--- config.mk ---
export PLATFORM = sky130hd
export DESIGN_NAME = bbr_ofifo
export DESIGN_NICKNAME = d
export VERILOG_FILES = /design/src/hw/rtl/bbr_pkg.sv /design/src/hw/rtl/bbr_ofifo.sv
export SDC_FILE = /design/constraint.sdc
export NUM_CORES = 1
export LEC_CHECK = 0
export ABC_AREA = 1
export BUFFER_PORTS_ARGS = -buffer_cell sky130_fd_sc_hd__buf_2
export CORE_ASPECT_RATIO = 1.75
export CORE_MARGIN = 4
export CORE_UTILIZATION = 61
export CTS_CLUSTER_SIZE = 25
export DETAILED_ROUTE_END_ITERATION = 10
export GPL_TIMING_DRIVEN = 0
export PLACE_DENSITY = 0.84
export SLEW_MARGIN = 20
export SYNTH_ARGS = -nofsm -noshare
export SYNTH_HDL_FRONTEND = slang
export SYNTH_SLANG_ARGS = --single-unit
--- constraint.sdc ---
create_clock -name clk_i -period 4.5 [get_ports clk_i]
set_input_delay 0.45 -clock clk_i [delete_from_list [all_inputs] [get_ports clk_i]]
set_output_delay 0.45 -clock clk_i [all_outputs]
set_load 0.02 [all_outputs]
--- src/hw/rtl/bbr_pkg.sv ---
`timescale 1ns / 1ps
// ----------------------------------------------------------------------------
// bbr_pkg
// Shared constants, types and helper functions of the 3x3 box blur.
// ----------------------------------------------------------------------------
package bbr_pkg;

  localparam int unsigned MaxWidth    = 1024;
  localparam int unsigned HeightLimit = 4096;

  localparam int unsigned ColW    = $clog2(MaxWidth);
  localparam int unsigned OutRowW = $clog2(HeightLimit);
  localparam int unsigned InRowW  = OutRowW + 1;

  localparam int unsigned FwW      = 11;
  localparam int unsigned FhW      = 13;
  localparam int unsigned CfgIdxW  = 1;
  localparam int unsigned CfgDataW = 13;

  localparam int unsigned ChW  = 8;
  localparam int unsigned PixW = 3 * ChW;
  localparam int unsigned LsW  = 2 * PixW;
  localparam int unsigned SumW = 12;

  // Division by nine as a multiply by a reciprocal: exact for sums below 3276.
  localparam int unsigned DivMul   = 1821;
  localparam int unsigned DivShift = 14;
  localparam int unsigned ProdW    = SumW + 11;

  localparam int unsigned FifoDepth = 4;
  localparam int unsigned FifoPtrW  = $clog2(FifoDepth);
  localparam int unsigned FifoCntW  = $clog2(FifoDepth + 1);

  localparam logic [ChW-1:0] AlphaOpaque = 8'hFF;

  typedef logic [ColW:0]     width_t;
  typedef logic [InRowW-1:0] height_t;

  localparam width_t  WidthReset  = width_t'(800);
  localparam height_t HeightReset = height_t'(600);

  typedef enum logic [CfgIdxW-1:0] {
    REG_FRAME_WIDTH  = 1'b0,
    REG_FRAME_HEIGHT = 1'b1
  } cfg_reg_e;

  typedef enum logic {
    OP_PIXEL = 1'b0,
    OP_FLUSH = 1'b1
  } opcode_e;

  // Which neighbors of the output pixel lie inside the frame.
  typedef struct packed {
    logic top;
    logic bottom;
    logic left;
    logic right;
  } nbr_mask_t;

  // One request handed from the sequencer to the filter datapath.
  typedef struct packed {
    logic            valid;
    logic            emit;
    logic            last;
    nbr_mask_t       mask;
    logic [ColW-1:0] ix;
    logic [PixW-1:0] pix;
  } item_req_t;

  typedef struct packed {
    logic [ChW-1:0] red;
    logic [ChW-1:0] green;
    logic [ChW-1:0] blue;
    logic           last;
  } out_item_t;

  function automatic width_t clamp_width(logic [FwW-1:0] raw);
    width_t res;
    if (raw == '0) begin
      res = width_t'(1);
    end else if (32'(raw) > MaxWidth) begin
      res = width_t'(MaxWidth);
    end else begin
      res = width_t'(raw);
    end
    return res;
  endfunction

  function automatic height_t clamp_height(logic [FhW-1:0] raw);
    height_t res;
    if (raw == '0) begin
      res = height_t'(1);
    end else if (32'(raw) > HeightLimit) begin
      res = height_t'(HeightLimit);
    end else begin
      res = height_t'(raw);
    end
    return res;
  endfunction

  function automatic logic [ChW-1:0] div9(logic [SumW-1:0] sum);
    logic [ProdW-1:0] prod;
    prod = ProdW'(sum) * ProdW'(DivMul);
    return prod[DivShift +: ChW];
  endfunction

endpackage

--- src/hw/rtl/bbr_ofifo.sv ---
`timescale 1ns / 1ps
// ----------------------------------------------------------------------------
// bbr_ofifo
// Output queue; holds back new requests while results in flight could fill it.
// ----------------------------------------------------------------------------
module bbr_ofifo (
  input  logic               clk_i,
  input  logic               rst_ni,
  input  logic               push_i,
  input  bbr_pkg::out_item_t push_data_i,
  input  logic [1:0]         pending_i,
  output logic               in_stall_o,
  output logic               out_valid_o,
  input  logic               out_stall_i,
  output bbr_pkg::out_item_t out_data_o
);

  bbr_pkg::out_item_t mem_q [bbr_pkg::FifoDepth];

  logic [bbr_pkg::FifoPtrW-1:0] wr_ptr_q, rd_ptr_q;
  logic [bbr_pkg::FifoCntW-1:0] cnt_q, cnt_d;
  logic [bbr_pkg::FifoCntW:0]   reserved;
  logic                         pop;

  assign pop         = out_valid_o && !out_stall_i;
  assign out_valid_o = cnt_q != '0;
  assign out_data_o  = mem_q[rd_ptr_q];

  // Every result already in flight owns a slot before a new request is taken.
  assign reserved   = {1'b0, cnt_q} + (bbr_pkg::FifoCntW + 1)'(pending_i);
  assign in_stall_o = reserved >= (bbr_pkg::FifoCntW + 1)'(bbr_pkg::FifoDepth);

  always_comb begin
    cnt_d = cnt_q;
    if (push_i && !pop) begin
      cnt_d = cnt_q + bbr_pkg::FifoCntW'(1);
    end else if (pop && !push_i) begin
      cnt_d = cnt_q - bbr_pkg::FifoCntW'(1);
    end
  end

  always_ff @(posedge clk_i or negedge rst_ni) begin
    if (!rst_ni) begin
      wr_ptr_q <= '0;
      rd_ptr_q <= '0;
      cnt_q    <= '0;
    end else begin
      cnt_q <= cnt_d;
      if (push_i) begin
        wr_ptr_q <= wr_ptr_q + bbr_pkg::FifoPtrW'(1);
      end
      if (pop) begin
        rd_ptr_q <= rd_ptr_q + bbr_pkg::FifoPtrW'(1);
      end
    end
  end

  always_ff @(posedge clk_i) begin
    if (push_i) begin
      mem_q[wr_ptr_q] <= push_data_i;
    end
  end

  a_no_overflow: assert property (@(posedge clk_i) disable iff (!rst_ni)
    push_i |-> (cnt_q < bbr_pkg::FifoCntW'(bbr_pkg::FifoDepth)))
    else $error("output queue written while full");

endmodule

# == Yosys cells after proc, flatten, opt, wreduce, memory -nomap -nowiden ==
# Memories as Yosys holds them, arrays and structs flattened.
# Cells that the tools add are included.
# totals
elab_cells,22
in_bits,31
n_memories,1
register_bits,7
ramBits,100
# classes
mux,4
reduce_logical,8
addsub,5
n_lt_le_gt_ge,1
# memory_table
memory,depth,word_bits,read_ports,rd_ports_with_merged_regs,wr,line,source
mem_q,4,25,1,0,1,bbr_ofifo.sv:18,bbr_pkg::out_item_t mem_q [bbr_pkg::FifoDepth];
# ops
cell,n
2-to-1 mux 3 bit,2
adder 2 x 1 -> 2 bit (second input constant),2
adder 3 x 2 -> 4 bit,1
>= comparator 4 x 3 -> 1 bit (second input constant),1
adder 3 x 1 -> 3 bit (second input constant),1
logical AND 1 bit,3
zero test 1 bit,3
nonzero test 3 bit,1
subtractor 3 x 1 -> 3 bit (second input constant),1
2-to-1 mux 1 bit,2
nonzero test 2 bit,1

# == Depth between registers and ports, before layout ==
# depth
ltp_word,5
depth_mapped,11
ltp_nobuf,11

# == Worst setup path after synthesis ==
# Ideal clock, no wire load.
# synth_timing
kind,reg2reg
startpoint,reg cnt_q[0] in the netlist's numbering
endpoint,reg cnt_q[2] in the netlist's numbering
setup_ps,117
period_less_slack_ps,1775
path_stages_with_launch,11
n_path_buf,0
t_required_ps,4383
setup_slack_ps,2725
t_arrival_ps,1658
path_cell_list,dfrtp_1 > nor2_1 > nand2_1 > nand2_1 > ha_1 > inv_1 > fa_1 > nand2_1 > nand3_1 > nand2_1 > nand2_1
# synth_via
elab_chain_cells,5
elab_cells_between_ends,10
classes_between,2 x add/sub; 2 x mux; 6 x reduce/logical
# synth_lines
element,line,source
from (decl),bbr_ofifo.sv:21,"logic [bbr_pkg::FifoCntW-1:0] cnt_q, cnt_d;"
from (signal assigned),bbr_ofifo.sv:48,cnt_q <= cnt_d;
nonzero test 3 bit *,bbr_ofifo.sv:26,assign out_valid_o = cnt_q != '0;
net out_valid_o,bbr_ofifo.sv:13,"output logic out_valid_o,"
logical AND 1 bit *,bbr_ofifo.sv:25,assign pop = out_valid_o && !out_stall_i;
zero test 1 bit,bbr_ofifo.sv:35,if (push_i && !pop) begin
logical AND 1 bit,bbr_ofifo.sv:35,
2-to-1 mux 3 bit or nonzero test 2 bit (tied branches),--,
# Mark *: on every way through the listed nets, which the timed path passes. The rest lies on a longest branch. The select of a mux whose other input is x is not followed.
# A chain may end at the register's enable or synchronous reset.

==> metrics.csv <==
stage,metric,value,unit
sta,max_freq,447.1,MHz
place,dpl_worst_slack,2.357,ns
place,gp_congestion,0.7329,
setup_path,slowest_stage,clkbuf_1,
power_and_ir_drop,max-vdd-ir-drop,0.4527,mV
place,io_buffers,57,
routing,viasPerCell,5.552,
clock_network,insertion_delay,0.34,ns
layout,multi_input_area,887.1,um2
yosys,synthAdderAreaFrac,2.138,%
place,hpwl,5.652,mm
grt,antenna_found_initial,0,
worst_hold_path,holdPathStages,1,
yosys,avgSynthCellArea,12.71,um2
sta,period_minus_slack,2.237,ns
setup_path,cp.depth,6,
clock_network,htree_levels,3,
sta,period_share,49.70,%
clock_network,path_clk_slew,0.06,ns
sta,setup_viol,0,
yosys,synthFlopType,edfxtp_1,
clock_network,cts_made_buffers,9,
clock_network,clk_path_buf_depth,2,
routing,wl,8.721,mm
yosys,synth_area,4447,um2
floorplanning,die-area,8773,um2
setup_path,cp_common_cell,nand2_1,
setup_path,worst-path-buf-inv,3,
layout,seq_area,3178,um2
yosys,synth_top_family_by_area,simple AND/OR/NAND/NOR gates,
setup_path,crit_type,reg -> out,
yosys,synthXorXnorAreaFrac,0.3939,%
yosys,synth_common_cells,"edfxtp_1 (100), nand2_1 (95), inv_1 (61), o211ai_1 (50), buf_6 (9)",
setup_path,worstPathCellList,inv_2 > clkbuf_1 > nand2_1 > o211ai_1 > nand2_1 > buf_2,
grt,grt_pass1_vias,2866,
worst_hold_path,holdCritPathClass,in -> reg,
setup_path,worst_path_largest_cell_delay,0.47,ns
floorplanning,die_h,120.9,um
clock_network,cts-resized-gates,0,
grt,grt.overflow.total,0,
yosys,synth_top_area_share,67.53,%
yosys,synthCells,350,
yosys,synth_seq_area_share,71.47,%
routing,vias,2815,
setup_path,crit_family,buffers and inverters,
yosys,synth_edf_count,100,
layout,fill_cells,447,
layout,antenna_cells,0,
floorplanning,ios,58,
clock_network,cts-root-buf,clkbuf_16,
clock_network,post_cts.repair.setup_buffers,0,
sta,worst_pin_slew,1.072,ns
run,cap_violations,0,
grt,grt_start_max_net_pins,26,
routing,drt_iter0_drc,161,
floorplanning,initial_utilization,63.46,%
sta,finalHoldViolCount,0,
routing,first_pass_iters,5,
yosys,synth.most_common_cell,edfxtp_1,
floorplanning,die_w,72.54,um
routing,drc,0,
power_and_ir_drop,p_per_area,674.8,nW/um2
status,status,"finished, final reports clean",
clock_network,cts.sinks,107,
setup_path,crit_path_end_kind,output port,
layout,final_util,72.79,%
layout,finalNetCount,457,
yosys,synth.area.top_cells,"edfxtp_1 (68%), o211ai_1 (8.4%), nand2_1 (8.0%), inv_1 (5.1%), dfrtp_1 (3.9%)",
sta,final_max_slew_viol_count,0,
setup_path,cp.required,4.05,ns
setup_path,crit_arrival,1.79,ns
grt,track_usage,20.80,%
routing,ant_nets,0,
floorplanning,core-area,7007,um2
yosys,synthMuxAreaShare,0,%
sta,fin_ws,2.263,ns
sta,slew_headroom,28.45,%
routing,avgRoutedWirePerCell,17.20,um
sta,rsz0062_at_grt,no,
power_and_ir_drop,p_leak,2.162,nW
yosys,ys_warn_count,0,
yosys,synthDistinctLibCells,18,
yosys,yosys.area.top_type,edfxtp_1,
yosys,ys_ff_latch,107,
sta,skew,0.003987,ns
yosys,synth_compound_area_share,8.554,%
yosys,syn-num-nets,388,
grt,grt_pass1_wl,13.17,mm
yosys,async_reset_ff_share,6.542,%
setup_path,start_kind,flip-flop,
floorplanning,fp-row-count,40,
setup_path,reg2reg_depth,4,
setup_path,crit_fanout,10,
sta,tns,0,ns
clock_network,cts_tree,yes,
yosys,synth_simple_gate_area_share,8.863,%
layout,syn2layout_area_growth,14.69,%
layout,drive_above_1_share,20.09,%
[routing by layer]
layer	vias up	track usage, %	wire (um)
li1	1330	-	-
met3	27	4.643	543
met5	-	0	0
met4	0	12.93	289
met2	117	37.50	4824
met1	1341	20.77	3064
[logic make-up after synthesis]
kind of cell    after synthesis
compound gates               51
xor+xnor                      2
fa+ha+maj                     7
buf+inv                      80
flops                       107
simple gates                103
[flip-flops by register name, indices dropped and copies added (netlist names)]
name / cells
rd_ptr_q: 2
cnt_q: 3
mem_q: 100
wr_ptr_q: 2
[where the power goes]
group / internal [mW] / switching, mW / total (mW) / leakage, nW
sequential: 1.31 / 0.0676 / 1.38 / 1.00
combinational: 0.451 / 0.932 / 1.38 / 1.04
clock: 0.369 / 0.307 / 0.677 / 0.120
[final timing paths]
check,from,to,slack (ns)
worst min-delay path,push_data_i[19],mem_q[0][19]$_DFFE_PP_,0.32
min in group asynchronous,rst_ni,rd_ptr_q[0]$_DFFE_PN0P_,0.48
worst max-delay path,rd_ptr_q[0]$_DFFE_PN0P_,out_data_o[17],2.26
worst max register to register,wr_ptr_q[0]$_DFFE_PN0P_,mem_q[2][10]$_DFFE_PP_,2.36
worst min register to register,cnt_q[2]$_DFFE_PN0P_,cnt_q[2]$_DFFE_PN0P_,0.52
max in group asynchronous,rst_ni,rd_ptr_q[1]$_DFFE_PN0P_,3.85
[worst reg2reg max path, cell delays in order (launching register included)]
cell      delay [ns]
dfrtp_1         0.40
inv_1           0.08
ha_1            0.21
nand2_1         0.06
clkinv_1        0.80
[what timing repair did]
item	in CTS	in global routing
endpoints found under the setup margin	0	0
hold endpoints to repair	7	0
hold buffers	1	0
[stage by stage]
stage          hold slack [ns]  total power [mW]  cell area (um2)  instances
2_1_floorplan           0.1544             2.324             4447        350
3_3_place_gp            0.2914             2.714             4837        491
3_5_place_dp            0.2996             2.781             4837        491
4_1_cts                 0.3057             3.462             5100        507
5_1_grt                 0.3149             3.619             5100        507
6_report                0.3157             3.441             5100        507
[layout by cell type (no fill, tap or decap), drive strengths merged]
cell           n
buf           71
clkbuf        15
clkinv         3
clkinvlp       1
dfrtp          7
dlygate4sd3    1
edfxtp       100
fa             1
ha             6
inv           62
nand2         95
nand3          4
nand4          1
nor2           3
o211ai        50
o21ai          1
xnor2          1
xor2           1
[cell type report]
class	instances	share of cell area (%)
sequential	107	62.32
multi-input combinational	163	17.39
timing repair buffer	58	5.790
clock buffer	12	4.637
inverter	63	4.637
buffer	17	2.846
tap	84	2.061
clock inverter	3	0.3189
Power figures use the tool's default switching activity.
