## src/hw/rtl/bbr_pkg.sv

```systemverilog
`timescale 1ns / 1ps
// ----------------------------------------------------------------------------
// bbr_pkg
// Shared constants, types and helper functions of the 3x3 box blur.
// ----------------------------------------------------------------------------
package bbr_pkg;

  localparam int unsigned MaxWidth    = 1024;
  localparam int unsigned HeightLimit = 4096;

  localparam int unsigned ColW    = $clog2(MaxWidth);
  localparam int unsigned OutRowW = $clog2(HeightLimit);
  localparam int unsigned InRowW  = OutRowW + 1;

  localparam int unsigned FwW      = 11;
  localparam int unsigned FhW      = 13;
  localparam int unsigned CfgIdxW  = 1;
  localparam int unsigned CfgDataW = 13;

  localparam int unsigned ChW  = 8;
  localparam int unsigned PixW = 3 * ChW;
  localparam int unsigned LsW  = 2 * PixW;
  localparam int unsigned SumW = 12;

  // Division by nine as a multiply by a reciprocal: exact for sums below 3276.
  localparam int unsigned DivMul   = 1821;
  localparam int unsigned DivShift = 14;
  localparam int unsigned ProdW    = SumW + 11;

  localparam int unsigned FifoDepth = 4;
  localparam int unsigned FifoPtrW  = $clog2(FifoDepth);
  localparam int unsigned FifoCntW  = $clog2(FifoDepth + 1);

  localparam logic [ChW-1:0] AlphaOpaque = 8'hFF;

  typedef logic [ColW:0]     width_t;
  typedef logic [InRowW-1:0] height_t;

  localparam width_t  WidthReset  = width_t'(800);
  localparam height_t HeightReset = height_t'(600);

  typedef enum logic [CfgIdxW-1:0] {
    REG_FRAME_WIDTH  = 1'b0,
    REG_FRAME_HEIGHT = 1'b1
  } cfg_reg_e;

  typedef enum logic {
    OP_PIXEL = 1'b0,
    OP_FLUSH = 1'b1
  } opcode_e;

  // Which neighbors of the output pixel lie inside the frame.
  typedef struct packed {
    logic top;
    logic bottom;
    logic left;
    logic right;
  } nbr_mask_t;

  // One request handed from the sequencer to the filter datapath.
  typedef struct packed {
    logic            valid;
    logic            emit;
    logic            last;
    nbr_mask_t       mask;
    logic [ColW-1:0] ix;
    logic [PixW-1:0] pix;
  } item_req_t;

  typedef struct packed {
    logic [ChW-1:0] red;
    logic [ChW-1:0] green;
    logic [ChW-1:0] blue;
    logic           last;
  } out_item_t;

  function automatic width_t clamp_width(logic [FwW-1:0] raw);
    width_t res;
    if (raw == '0) begin
      res = width_t'(1);
    end else if (32'(raw) > MaxWidth) begin
      res = width_t'(MaxWidth);
    end else begin
      res = width_t'(raw);
    end
    return res;
  endfunction

  function automatic height_t clamp_height(logic [FhW-1:0] raw);
    height_t res;
    if (raw == '0) begin
      res = height_t'(1);
    end else if (32'(raw) > HeightLimit) begin
      res = height_t'(HeightLimit);
    end else begin
      res = height_t'(raw);
    end
    return res;
  endfunction

  function automatic logic [ChW-1:0] div9(logic [SumW-1:0] sum);
    logic [ProdW-1:0] prod;
    prod = ProdW'(sum) * ProdW'(DivMul);
    return prod[DivShift +: ChW];
  endfunction

endpackage

```

## src/hw/rtl/bbr_seq.sv

```systemverilog
`timescale 1ns / 1ps
// ----------------------------------------------------------------------------
// bbr_seq
// Frame geometry registers and the input and output position counters.
// ----------------------------------------------------------------------------
module bbr_seq (
  input  logic                         clk_i,
  input  logic                         rst_ni,
  input  logic                         in_valid_i,
  input  logic                         in_stall_i,
  input  logic                         opcode_i,
  input  logic [bbr_pkg::ChW-1:0]      in_red_i,
  input  logic [bbr_pkg::ChW-1:0]      in_green_i,
  input  logic [bbr_pkg::ChW-1:0]      in_blue_i,
  input  logic                         cfg_we_i,
  input  logic [bbr_pkg::CfgIdxW-1:0]  cfg_idx_i,
  input  logic [bbr_pkg::CfgDataW-1:0] cfg_wdata_i,
  output bbr_pkg::item_req_t           req_o
);

  bbr_pkg::width_t  width_q, width_d;
  bbr_pkg::height_t height_q, height_d;

  logic [bbr_pkg::ColW-1:0]    in_col_q, in_col_d;
  logic [bbr_pkg::InRowW-1:0]  in_row_q, in_row_d;
  logic [bbr_pkg::ColW-1:0]    out_col_q, out_col_d;
  logic [bbr_pkg::OutRowW-1:0] out_row_q, out_row_d;

  logic            accept;
  logic            in_frame;
  logic            take;
  logic            emit;
  logic            last;
  logic            col_wrap;
  logic            out_col_wrap;
  bbr_pkg::width_t in_col_inc;
  bbr_pkg::width_t out_col_inc;
  bbr_pkg::height_t out_row_inc;

  assign accept   = in_valid_i && !in_stall_i;
  assign in_frame = in_row_q < height_q;
  // Once every line has arrived, any item drains the frame with zero data.
  assign take     = in_frame ? (opcode_i == bbr_pkg::OP_PIXEL) : 1'b1;

  // An output is due once a full line plus one pixel has been taken.
  assign emit = (in_row_q > bbr_pkg::InRowW'(1)) ||
                ((in_row_q == bbr_pkg::InRowW'(1)) && (in_col_q != '0));

  assign in_col_inc   = {1'b0, in_col_q} + bbr_pkg::width_t'(1);
  assign out_col_inc  = {1'b0, out_col_q} + bbr_pkg::width_t'(1);
  assign out_row_inc  = {1'b0, out_row_q} + bbr_pkg::height_t'(1);
  assign col_wrap     = in_col_inc >= width_q;
  assign out_col_wrap = out_col_inc >= width_q;
  assign last         = emit && (out_col_inc == width_q) && (out_row_inc == height_q);

  always_comb begin
    req_o.valid       = accept && take;
    req_o.emit        = emit;
    req_o.last        = last;
    req_o.mask.top    = out_row_q != '0;
    req_o.mask.bottom = out_row_inc < height_q;
    req_o.mask.left   = out_col_q != '0;
    req_o.mask.right  = out_col_inc < width_q;
    req_o.ix          = in_col_q;
    req_o.pix         = in_frame ? {in_red_i, in_green_i, in_blue_i} : '0;
  end

  always_comb begin
    width_d   = width_q;
    height_d  = height_q;
    in_col_d  = in_col_q;
    in_row_d  = in_row_q;
    out_col_d = out_col_q;
    out_row_d = out_row_q;
    if (cfg_we_i) begin
      unique case (bbr_pkg::cfg_reg_e'(cfg_idx_i))
        bbr_pkg::REG_FRAME_WIDTH: begin
          width_d = bbr_pkg::clamp_width(cfg_wdata_i[bbr_pkg::FwW-1:0]);
        end
        bbr_pkg::REG_FRAME_HEIGHT: begin
          height_d = bbr_pkg::clamp_height(cfg_wdata_i[bbr_pkg::FhW-1:0]);
        end
      endcase
      in_col_d  = '0;
      in_row_d  = '0;
      out_col_d = '0;
      out_row_d = '0;
    end else if (accept && take) begin
      if (col_wrap) begin
        in_col_d = '0;
        in_row_d = in_row_q + bbr_pkg::InRowW'(1);
      end else begin
        in_col_d = in_col_inc[bbr_pkg::ColW-1:0];
      end
      if (last) begin
        in_col_d  = '0;
        in_row_d  = '0;
        out_col_d = '0;
        out_row_d = '0;
      end else if (emit) begin
        if (out_col_wrap) begin
          out_col_d = '0;
          out_row_d = out_row_inc[bbr_pkg::OutRowW-1:0];
        end else begin
          out_col_d = out_col_inc[bbr_pkg::ColW-1:0];
        end
      end
    end
  end

  always_ff @(posedge clk_i or negedge rst_ni) begin
    if (!rst_ni) begin
      width_q   <= bbr_pkg::WidthReset;
      height_q  <= bbr_pkg::HeightReset;
      in_col_q  <= '0;
      in_row_q  <= '0;
      out_col_q <= '0;
      out_row_q <= '0;
    end else begin
      width_q   <= width_d;
      height_q  <= height_d;
      in_col_q  <= in_col_d;
      in_row_q  <= in_row_d;
      out_col_q <= out_col_d;
      out_row_q <= out_row_d;
    end
  end

endmodule

```

## config.mk

```make
export PLATFORM = sky130hd
export DESIGN_NAME = bbr_seq
export DESIGN_NICKNAME = d
export VERILOG_FILES = /design/src/hw/rtl/bbr_pkg.sv /design/src/hw/rtl/bbr_seq.sv
export SDC_FILE = /design/constraint.sdc
export NUM_CORES = 1
export LEC_CHECK = 0
export BUFFER_PORTS_ARGS = -buffer_cell sky130_fd_sc_hd__buf_2
export CORE_ASPECT_RATIO = 1.5
export CORE_MARGIN = 5
export CORE_UTILIZATION = 25
export DETAILED_ROUTE_END_ITERATION = 12
export PLACE_DENSITY = 0.49
export SLEW_MARGIN = 25
export SYNTH_ARGS = -nofsm -noshare
export SYNTH_HDL_FRONTEND = slang
export SYNTH_SLANG_ARGS = --single-unit
```

## constraint.sdc

```tcl
create_clock -name clk_i -period 4.8 [get_ports clk_i]
set_input_delay 0.72 -clock clk_i [delete_from_list [all_inputs] [get_ports clk_i]]
set_output_delay 0.72 -clock clk_i [all_outputs]
set_load 0.02 [all_outputs]
```

* Word-level counts from Yosys, hierarchy flattened
Index checks and enable logic that the tools add are counted.
** Cells by class
- $add $sub $neg :: 4
- $lt $le $gt $ge :: 8
- Equal/unequal tests :: 3
- Mux-type cells :: 24
- Bitwise logic cells :: 2
- Reduce and logical (&&, ||, !) cells :: 21
** Operators by type and width (count)
- $mux W10 :: 9
- $mux W13 :: 6
- $mux W12 :: 5
- $lt A13 B13 Y1 :: 2
- $mux W24 :: 1
- $add A10 B1 Y11 const B :: 2
- $ge A11 B11 Y1 :: 2
- $mux W11 :: 2
- $reduce_bool A10 Y1 :: 2
- $add A12 B1 Y13 const B :: 1
- $add A13 B1 Y13 const B :: 1
- $eq A13 B1 Y1 const B :: 1
- $eq A13 B13 Y1 :: 1
- $gt A13 B1 Y1 const B :: 1
- $gt A13 B13 Y1 const B :: 1
- $logic_not A13 Y1 :: 1
- $reduce_bool A12 Y1 :: 1
- $eq A11 B11 Y1 :: 1
- $gt A11 B11 Y1 const B :: 1
- $logic_not A11 Y1 :: 1
- $lt A11 B11 Y1 :: 1
- $reduce_bool A3 Y1 :: 3
- $reduce_and A2 Y1 :: 4
- $logic_and A1 B1 Y1 :: 5
- 6 further kinds :: 7
** Storage, ports and cells
- Flip-flop bits (word level) :: 69
- Input port bits :: 44
- Output and inout bits :: 41
- Word-level logic and storage cells :: 68

* Longest topological paths before layout
Gate-level depths: netlist of the first run.
- Word-level depth :: 8
- Depth in mapped cells :: 16
- Gate-level depth less buffers :: 14

* Least setup slack after synthesis of the first run
No wires, ideal clock.
- Kind :: flip-flop to flip-flop
- Start :: register out_col_q[0] (netlist name)
- End :: register in_row_q[11] (netlist name)
- Data arrival time :: 3.646 ns
- Required time :: 4.722 ns
- Slack :: 1.076 ns
- Stages on the path, launching flop included :: 14
- Buffers on the path :: 0
- Cells stage by stage :: dfrtp_1 -> ha_1 -> and3_1 -> and3_1 -> and3_1 -> and3_1 -> ha_1 -> nand4_1 -> or3_1 -> or4_4 -> o21ai_2 -> o21ai_2 -> or4_1 -> a21boi_1
** Between the ends
- Word-level cells in the longest chain between the ends :: 7
- Elaborated cells between the ends (all ways) :: 9
- Classes of those cells :: 1 x add/sub; 1 x eq/ne; 3 x mux; 4 x reduce/logical
** Ends and longest elaborated chain
- start, declared :: RTL line bbr_seq.sv:26 : logic [bbr_pkg::ColW-1:0] out_col_q, out_col_d;
- start signal, assigned :: RTL line bbr_seq.sv:124 : out_col_q <= out_col_d;
- $add A10 B1 Y11 * :: RTL line bbr_seq.sv:50 : assign out_col_inc = {1'b0, out_col_q} + bbr_pkg::width_t'(1);
- $eq A11 B11 Y1 * :: RTL line bbr_seq.sv:54 : assign last = emit && (out_col_inc == width_q) && (out_row_inc == height_q);
- $logic_and A1 B1 Y1 * (2 in series) :: RTL line bbr_seq.sv:54
- $mux W13 :: RTL line bbr_seq.sv:95 : if (last) begin
- $mux W13 :: RTL line bbr_seq.sv:88 : end else if (accept && take) begin
- $mux W13 :: RTL line bbr_seq.sv:75 : if (cfg_we_i) begin
- end signal, assigned :: RTL line bbr_seq.sv:123 : in_row_q <= in_row_d;
- end, declared :: RTL line bbr_seq.sv:25 : logic [bbr_pkg::InRowW-1:0] in_row_q, in_row_d;
Every way passes the cells marked *; elsewhere a longest branch is shown, timed or not. The select of a mux whose other input is x is not followed.
A chain may end at the register's enable or synchronous reset.

==> results of run 1 <==
## final timing paths
check | startpoint | endpoint | slack (ns) | depth (start not counted)
setup / recovery | out_col_q[0]$_DFFE_PN0P_ | req_o[38] | 0.44 | 11
hold / removal | rst_ni | width_q[2]$_DFFE_PN0P_ | 0.47 | 1
setup reg to reg | out_col_q[0]$_DFFE_PN0P_ | in_row_q[11]$_DFFE_PN0P_ | 0.59 | 13
hold reg to reg | width_q[9]$_DFFE_PN1P_ | width_q[9]$_DFFE_PN1P_ | 0.48 | 2
max in group asynchronous | rst_ni | in_row_q[0]$_DFFE_PN0P_ | 3.33 | 2
min in group clk_i | width_q[9]$_DFFE_PN1P_ | width_q[9]$_DFFE_PN1P_ | 0.48 | 2
## critical path, delay by kind of cell, from the launching register on
kind,cells,cell delay [ns]
DFF,1,0.45
and+or+nand+nor,8,2.10
buffers and inverters,1,0.19
adders and majority gates,2,0.58
## through the flow
stage          std cells  cell area, um^2  setup WS [ns]  utilization (%)
2_1_floorplan        556             4925          1.076                -
3_3_place_gp         888             5638         0.7428            28.84
6_report             904             5946         0.4380            30.41
3_5_place_dp         888             5638         0.6505            28.84
4_1_cts              904             5946         0.4465            30.41
5_1_grt              904             5946         0.2593            30.41
## Yosys cell counts (all sizes together), types with 2 or more instances
| cell type | number | area, um^2 |
|---|---|---|
| or2 | 2 | 12.51 |
| dfrtp | 62 | 1551 |
| a211o | 2 | 17.52 |
| and4 | 2 | 17.52 |
| or4 | 3 | 26.27 |
| o31a | 2 | 17.52 |
| and3 | 38 | 237.7 |
| nand4 | 8 | 50.05 |
| nor3 | 5 | 25.02 |
| dfstp | 7 | 183.9 |
| a21oi | 24 | 120.1 |
| nor2 | 33 | 126.4 |
| nand2 | 46 | 172.7 |
| o41ai | 2 | 17.52 |
| xor2 | 13 | 113.9 |
| o21a | 3 | 22.52 |
| a21o | 4 | 30.03 |
| xnor2 | 12 | 105.1 |
| a22o | 25 | 219.0 |
| a211oi | 3 | 22.52 |
| inv | 36 | 135.1 |
| nand3 | 24 | 120.1 |
| a21boi | 5 | 37.53 |
| mux2 | 4 | 45.04 |
| a2111oi | 2 | 17.52 |
| clkbuf | 14 | 52.55 |
| buf | 4 | 25.02 |
| o21ai | 49 | 252.8 |
| or3 | 6 | 37.54 |
| nor2b | 7 | 43.79 |
| ha | 55 | 688.2 |
| nand3b | 2 | 15.01 |
| nor4 | 8 | 50.05 |
| nand2b | 22 | 137.6 |
| o31ai | 10 | 75.07 |
## flip-flops by register name, summed over array words and instances, names as in the netlist
register   count
out_row_q     12
in_row_q      13
width_q       11
height_q      13
in_col_q      10
out_col_q     10
## cells by family (layout without fill, tap and decap cells)
group	after synthesis	count (layout)	share of synthesized area, %
fa+ha+maj	55	55	13.97
mux	5	5	1.118
flops	69	69	35.24
simple gates	208	208	22.13
buf+inv	54	142	4.319
compound gates	140	140	18.78
xor+xnor	25	25	4.446
## layout by cell type, fill, tap and decap left out, types with 3 or more instances in the layout
| cell type | count |
|---|---|
| a211oi_1 | 3 |
| a21boi_0 | 3 |
| a21o_1 | 4 |
| a21oi_1 | 24 |
| a22o_1 | 25 |
| and3_1 | 38 |
| buf_2 | 84 |
| buf_4 | 6 |
| clkbuf_16 | 9 |
| dfrtp_1 | 62 |
| dfstp_2 | 7 |
| ha_1 | 55 |
| inv_1 | 36 |
| mux2_2 | 4 |
| nand2_1 | 46 |
| nand2b_1 | 22 |
| nand3_1 | 24 |
| nand4_1 | 8 |
| nor2_1 | 32 |
| nor2b_1 | 7 |
| nor3_1 | 5 |
| nor4_1 | 8 |
| o21a_1 | 3 |
| o21ai_0 | 46 |
| o31ai_1 | 10 |
| or3_1 | 6 |
| xnor2_1 | 12 |
| xor2_1 | 13 |
## final cells by class
type | instances | area [um^2]
fill | 2148 | 13600
multi-input combinational | 433 | 2977
sequential | 69 | 1735
timing repair buffer | 90 | 465.4
tap | 260 | 325.3
clock buffer | 9 | 225.2
inverter | 36 | 135.1
clock inverter | 7 | 82.58
## metal layers
metal  track usage [%]  vias to the layer above  wire length, um
li1                  -                     2190                -
met1             14.31                     2084             6194
met2             25.00                       58             8109
met3             2.237                       17              364
met4             4.563                        0              344
met5                 0                        -                0
## power breakdown
part           total, W  internal (W)  switching, W
combinational  0.000538      0.000204      0.000335
clock          0.000697      0.000411      0.000286
sequential     0.000688      0.000630     0.0000583
total           0.00192       0.00124      0.000679
==> flow_summary_export.csv, run 1 <==
group,metric,value,unit
synthesis,avgSynthCellArea,8.857,um^2
worst_setup_path,crit_chain,"ha_1 -> and3_1 -> and3_1 -> and3_1 -> and3_1 -> ha_1 -> nand4_1 -> or3_1 -> or4_4 -> nor2_1 -> buf_2",
detailed_routing,vias_per_cell,4.811,
worst_setup_path,startpoint_type,"flip-flop",
worst_setup_path,worstSetupPathType,"flip-flop to output pin",
synthesis,async_flop_share,100.0,%
placement,place_hpwl,11830,um
cts,cts.htree.levels,3,
cts,cts.repair.resized,0,
synthesis,synth_ff_type,"dfrtp_1",
synthesis,ys_types,52,
power_and_ir_drop,power,0.001923,W
global_route,grt_use_total,13.05,%
global_route,grt_max_degree,38,
global_route,antenna_found_initial,0,
min_path,hp-class,"input port to asynchronous set/reset pin",
outcome,status,"finished clean",
timing,fin_skew,0.01298,ns
cts,postCtsSetupRepairBufs,0,
cts,clock_latency,0.34,ns
floorplanning,die_area,22660,um^2
cts,cts.sinks,69,
layout,final_nets,738,
timing,fmax,0.2293,GHz
worst_setup_path,end_kind,"output pin",
synthesis,yosysWarnings,0,
layout,final_layout_size_suffix_gt1_share,19.25,%
detailed_routing,wl,15010,um
floorplanning,fp.dieW,124.6,um
floorplanning,core,19550,um^2
worst_setup_path,cp_max_fo,7,
detailed_routing,firstDrtPassIters,4,
timing,hold_viol_final,0,
cts,cts_root_buf,"clkbuf_16",
global_route,grt_pass1_vias,4421,
floorplanning,fp-row-count,63,
timing,tightest_slew,0.7980,ns
timing,grt_setup_unrepaired,"false",
cts,ctsHoldBuffers,0,
timing,setup_viol,0,
detailed_routing,drtIter0Drc,255,
floorplanning,ios,85,
placement,gp_congestion,0.8194,
detailed_routing,vias,4349,
power_and_ir_drop,leakage,2.887,nW
detailed_routing,final_antenna_net_count,0,
floorplanning,die_h,181.9,um
global_route,gr-total-overflow,0,
timing,holdWs,0.4695,ns
synthesis,syn-num-nets,655,
timing,maxSlewViolCount,0,
layout,diodes,0,
timing,slew_headroom,46.80,%
synthesis,synth_edf_count,0,
synthesis,yosysSeqAreaShare,35.24,%
cts,clockBufferDepth,2,
worst_setup_path,slowest_delay,0.58,ns
synthesis,synthCells,556,
cts,clk_pin_slew,0.07,ns
global_route,grt_pass1_wl,23830,um
detailed_routing,wl_per_cell,16.61,um
cts,cts_made_buffers,9,
layout,synthToLayoutAreaGrowth,20.73,%
worst_setup_path,cp.required,4.08,ns
timing,tns,0,ns
power_and_ir_drop,peakVddDrop,0.0001562,V
power_and_ir_drop,p_per_area,323.4,nW/um^2
synthesis,post_synth_instance_area,4925,um^2
synthesis,ys_ff_latch,69,
placement,io_buffers,84,
floorplanning,start_util,25.19,%
worst_setup_path,crit_slowest_cell,"or4_4",
worst_setup_path,worst-endpoint-arrival,3.64,ns
worst_setup_path,crit_top_cell,"and3_1",
detailed_routing,post-route-drc-count,0,
timing,finalCritPeriodShare,90.87,%
run,max_cap_violations,0,
cts,cts_tree,"yes",
timing,period_needed,4.362,ns
No activity file was read; power rests on OpenSTA's default activity.
==> run 2: changes to the inputs <==
Settings changed: ABC_AREA set to 1.
==> run 2 against run 1 <==
Compared with the run above:
- combinational power rose by 17%
- utilization shrank 0.67 points
- synthesized area up 14%
- synthesized cell count is 51% higher
- clock power increased by 6.6%
- wire length grew 12%
- final area increased by 11%
- cell count rose by 33%
- global-route usage increased by 0.35 points
- sequential power is 0.9% lower
- maximum frequency up 15%
- largest power group unchanged
==> flow_summary_export.csv, run 2 <==
group,metric,value,unit
outcome,status,"finished clean",
cts,cts_made_buffers,9,
synthesis,yosysWarnings,0,
floorplanning,start_util,25.17,%
synthesis,post_synth_instance_area,5592,um^2
detailed_routing,wl,16830,um
detailed_routing,vias,5316,
layout,final_cells,1198,
synthesis,synth_top_cell_by_area,"dfrtp_1",
detailed_routing,wl_per_cell,14.05,um
global_route,grt_use_total,13.40,%
layout,final_nets,1016,
synthesis,synth_edf_count,0,
cts,postCtsSetupRepairBufs,0,
run,max_cap_violations,0,
worst_setup_path,worstSetupPathType,"flip-flop to output pin",
synthesis,yosysSeqAreaShare,31.04,%
timing,tightest_slew,0.9878,ns
placement,place_hpwl,13450,um
floorplanning,ios,85,
placement,dp.cells,1182,
layout,diodes,0,
timing,hold_viol_final,0,
cts,cts.htree.levels,3,
layout,layout_commonest_cell,"nand2_1",
worst_setup_path,crit_slowest_cell,"dfrtp_1",
detailed_routing,drtIter0Drc,182,
placement,gp_congestion,0.8553,
synthesis,synth_ff_type,"dfrtp_1",
synthesis,synthCells,837,
layout,reg_top3,"height_q: 13 flops, in_row_q: 13 flops, out_row_q: 12 flops",
worst_setup_path,r2r-start,"out_row_q[0]$_DFFE_PN0P_",
global_route,antenna_found_initial,0,
detailed_routing,firstDrtPassIters,4,
global_route,gr-total-overflow,0,
cts,ctsHoldBuffers,0,
power_and_ir_drop,peakVddDrop,0.0001247,V
synthesis,synth.most_common_cell,"nand2_1",
detailed_routing,post-route-drc-count,0,
synthesis,avgSynthCellArea,6.681,um^2
timing,period_needed,3.785,ns
worst_setup_path,cp_max_fo,8,
worst_setup_path,cp.required,4.08,ns
cts,cts.repair.resized,0,
power_and_ir_drop,leakage,3.808,nW
synthesis,ys_ff_latch,69,
layout,final_layout_size_suffix_gt1_share,13.67,%
layout,layout_common_cells,"nand2_1 (232), inv_1 (148), nor2_1 (109)",
cts,clockBufferDepth,2,
detailed_routing,final_antenna_net_count,0,
timing,fmax,0.2642,GHz
floorplanning,fp-row-count,67,
worst_setup_path,r2r-end,"in_row_q[12]$_DFFE_PN0P_",
worst_setup_path,slowest_delay,0.48,ns
global_route,grt_pass1_wl,27190,um
synthesis,synth.top_cells.by_count,"nand2_1 (232), inv_1 (148), nor2_1 (109), nand3_1 (70), dfrtp_1 (62)",
cts,cts_tree,"yes",
detailed_routing,vias_per_cell,4.437,
timing,finalCritPeriodShare,78.85,%
floorplanning,die_area,25520,um^2
cts,cts_root_buf,"clkbuf_16",
synthesis,synthTopCellsByArea,"dfrtp_1 (28%), nand2_1 (16%), ha_1 (12%), inv_1 (9.9%), nor2_1 (7.3%)",
cts,clk_pin_slew,0.06,ns
floorplanning,die_h,193.2,um
worst_setup_path,end_kind,"output pin",
floorplanning,fp.dieW,132.1,um
power_and_ir_drop,p_per_area,311.3,nW/um^2
layout,synthToLayoutAreaGrowth,18.17,%
cts,clock_latency,0.35,ns
worst_setup_path,startpoint_type,"flip-flop",
timing,fin_skew,0.006976,ns
worst_setup_path,crit_chain,"ha_1 -> nand2_1 -> nor2_1 -> nand3b_1 -> xor2_1 -> inv_1 -> ha_1 -> nand4_1 -> nor2_1 -> nand2_1 -> nor2_2 -> nand2_4 -> inv_1 -> buf_2",
global_route,grt_pass1_vias,5448,
timing,tns,0,ns
cts,cts.sinks,69,
layout,final_area,6608,um^2
worst_setup_path,rrSetupSlack,1.56,ns
global_route,grt_max_degree,70,
placement,io_buffers,84,
timing,grt_setup_unrepaired,"false",
synthesis,ys_types,35,
min_path,hp-class,"input port to asynchronous set/reset pin",
timing,maxSlewViolCount,0,
timing,setup_viol,0,
worst_setup_path,worst-endpoint-arrival,3.06,ns
floorplanning,core,22220,um^2
timing,slew_headroom,33.98,%
placement,placed_cell_area,6281,um^2
synthesis,synth_top_area_share,27.75,%
synthesis,syn-num-nets,936,
worst_setup_path,reg2regPathDepth,16,
synthesis,async_flop_share,100.0,%
[run 2: changes by cell type in the layout (fill, tap and decap cells not counted), sizes merged, moves of 30 or more]
cell	change
inv	+113
and3	-37
nand2	+191
o21ai	-30
nand3	+47
nor2	+79
[run 2: kinds of logic after synthesis]
group | share of synthesized area (%)
AOI/OAI and AO/OA | 6.086
xor gates and xnor gates | 3.759
adders and majority gates | 12.31
buffers and inverters | 12.22
DFF | 31.04
and+or+nand+nor | 34.59
[run 2: cell type report]
cell class,count,area [um^2]
inverter,151,566.8
clock inverter,7,97.59
multi-input combinational,597,3173
sequential,69,1735
fill,2404,15610
timing repair buffer,89,464.2
tap,276,345.3
clock buffer,9,225.2
[run 2: worst max path at each step]
stage | start | endpoint | slack [ns]
floorplan | out_col_q[0]$_DFFE_PN0P_ | req_o[38] | 1.78
global placement | out_row_q[0]$_DFFE_PN0P_ | req_o[38] | 1.41
detailed placement | out_row_q[0]$_DFFE_PN0P_ | req_o[38] | 1.37
CTS | out_row_q[0]$_DFFE_PN0P_ | req_o[38] | 0.97
global route | out_row_q[0]$_DFFE_PN0P_ | req_o[38] | 0.69
finish | out_row_q[0]$_DFFE_PN0P_ | req_o[38] | 1.02
[run 2: routing by layer]
layer	part of all wire (%)	vias up	GRT usage, %
met5	0	-	0
met4	3.2	0	6.334
met3	3.6	28	1.765
met2	55	116	26.99
met1	38	2393	13.37
li1	-	2779	-
[run 2: worst max-delay path, delay by kind of cell (launching register included)]
kind,cells,cell delay [ns]
AND/OR/NAND/NOR,8,1.19
adder cells (fa/ha/maj),2,0.52
flip-flops,1,0.48
buffers and inverters,3,0.32
XOR/XNOR,1,0.19
[run 2: per-stage QoR]
| step | util [%] | setup slack (ns) | hold slack (ns) | total power, W |
|---|---|---|---|---|
| 2_1_floorplan | - | 1.778 | 0.4244 | 0.001126 |
| 3_3_place_gp | 28.27 | 1.411 | 0.4698 | 0.001330 |
| 3_5_place_dp | 28.27 | 1.367 | 0.4742 | 0.001331 |
| 4_1_cts | 29.73 | 0.9665 | 0.4891 | 0.002086 |
| 5_1_grt | 29.74 | 0.6869 | 0.4564 | 0.002188 |
| 6_report | 29.74 | 1.015 | 0.3796 | 0.002057 |
[run 2: power by group]
group	switching [W]	total [W]	internal, W
sequential	0.0000509	0.000682	0.000631
combinational	0.000420	0.000632	0.000213
clock	0.000286	0.000743	0.000457
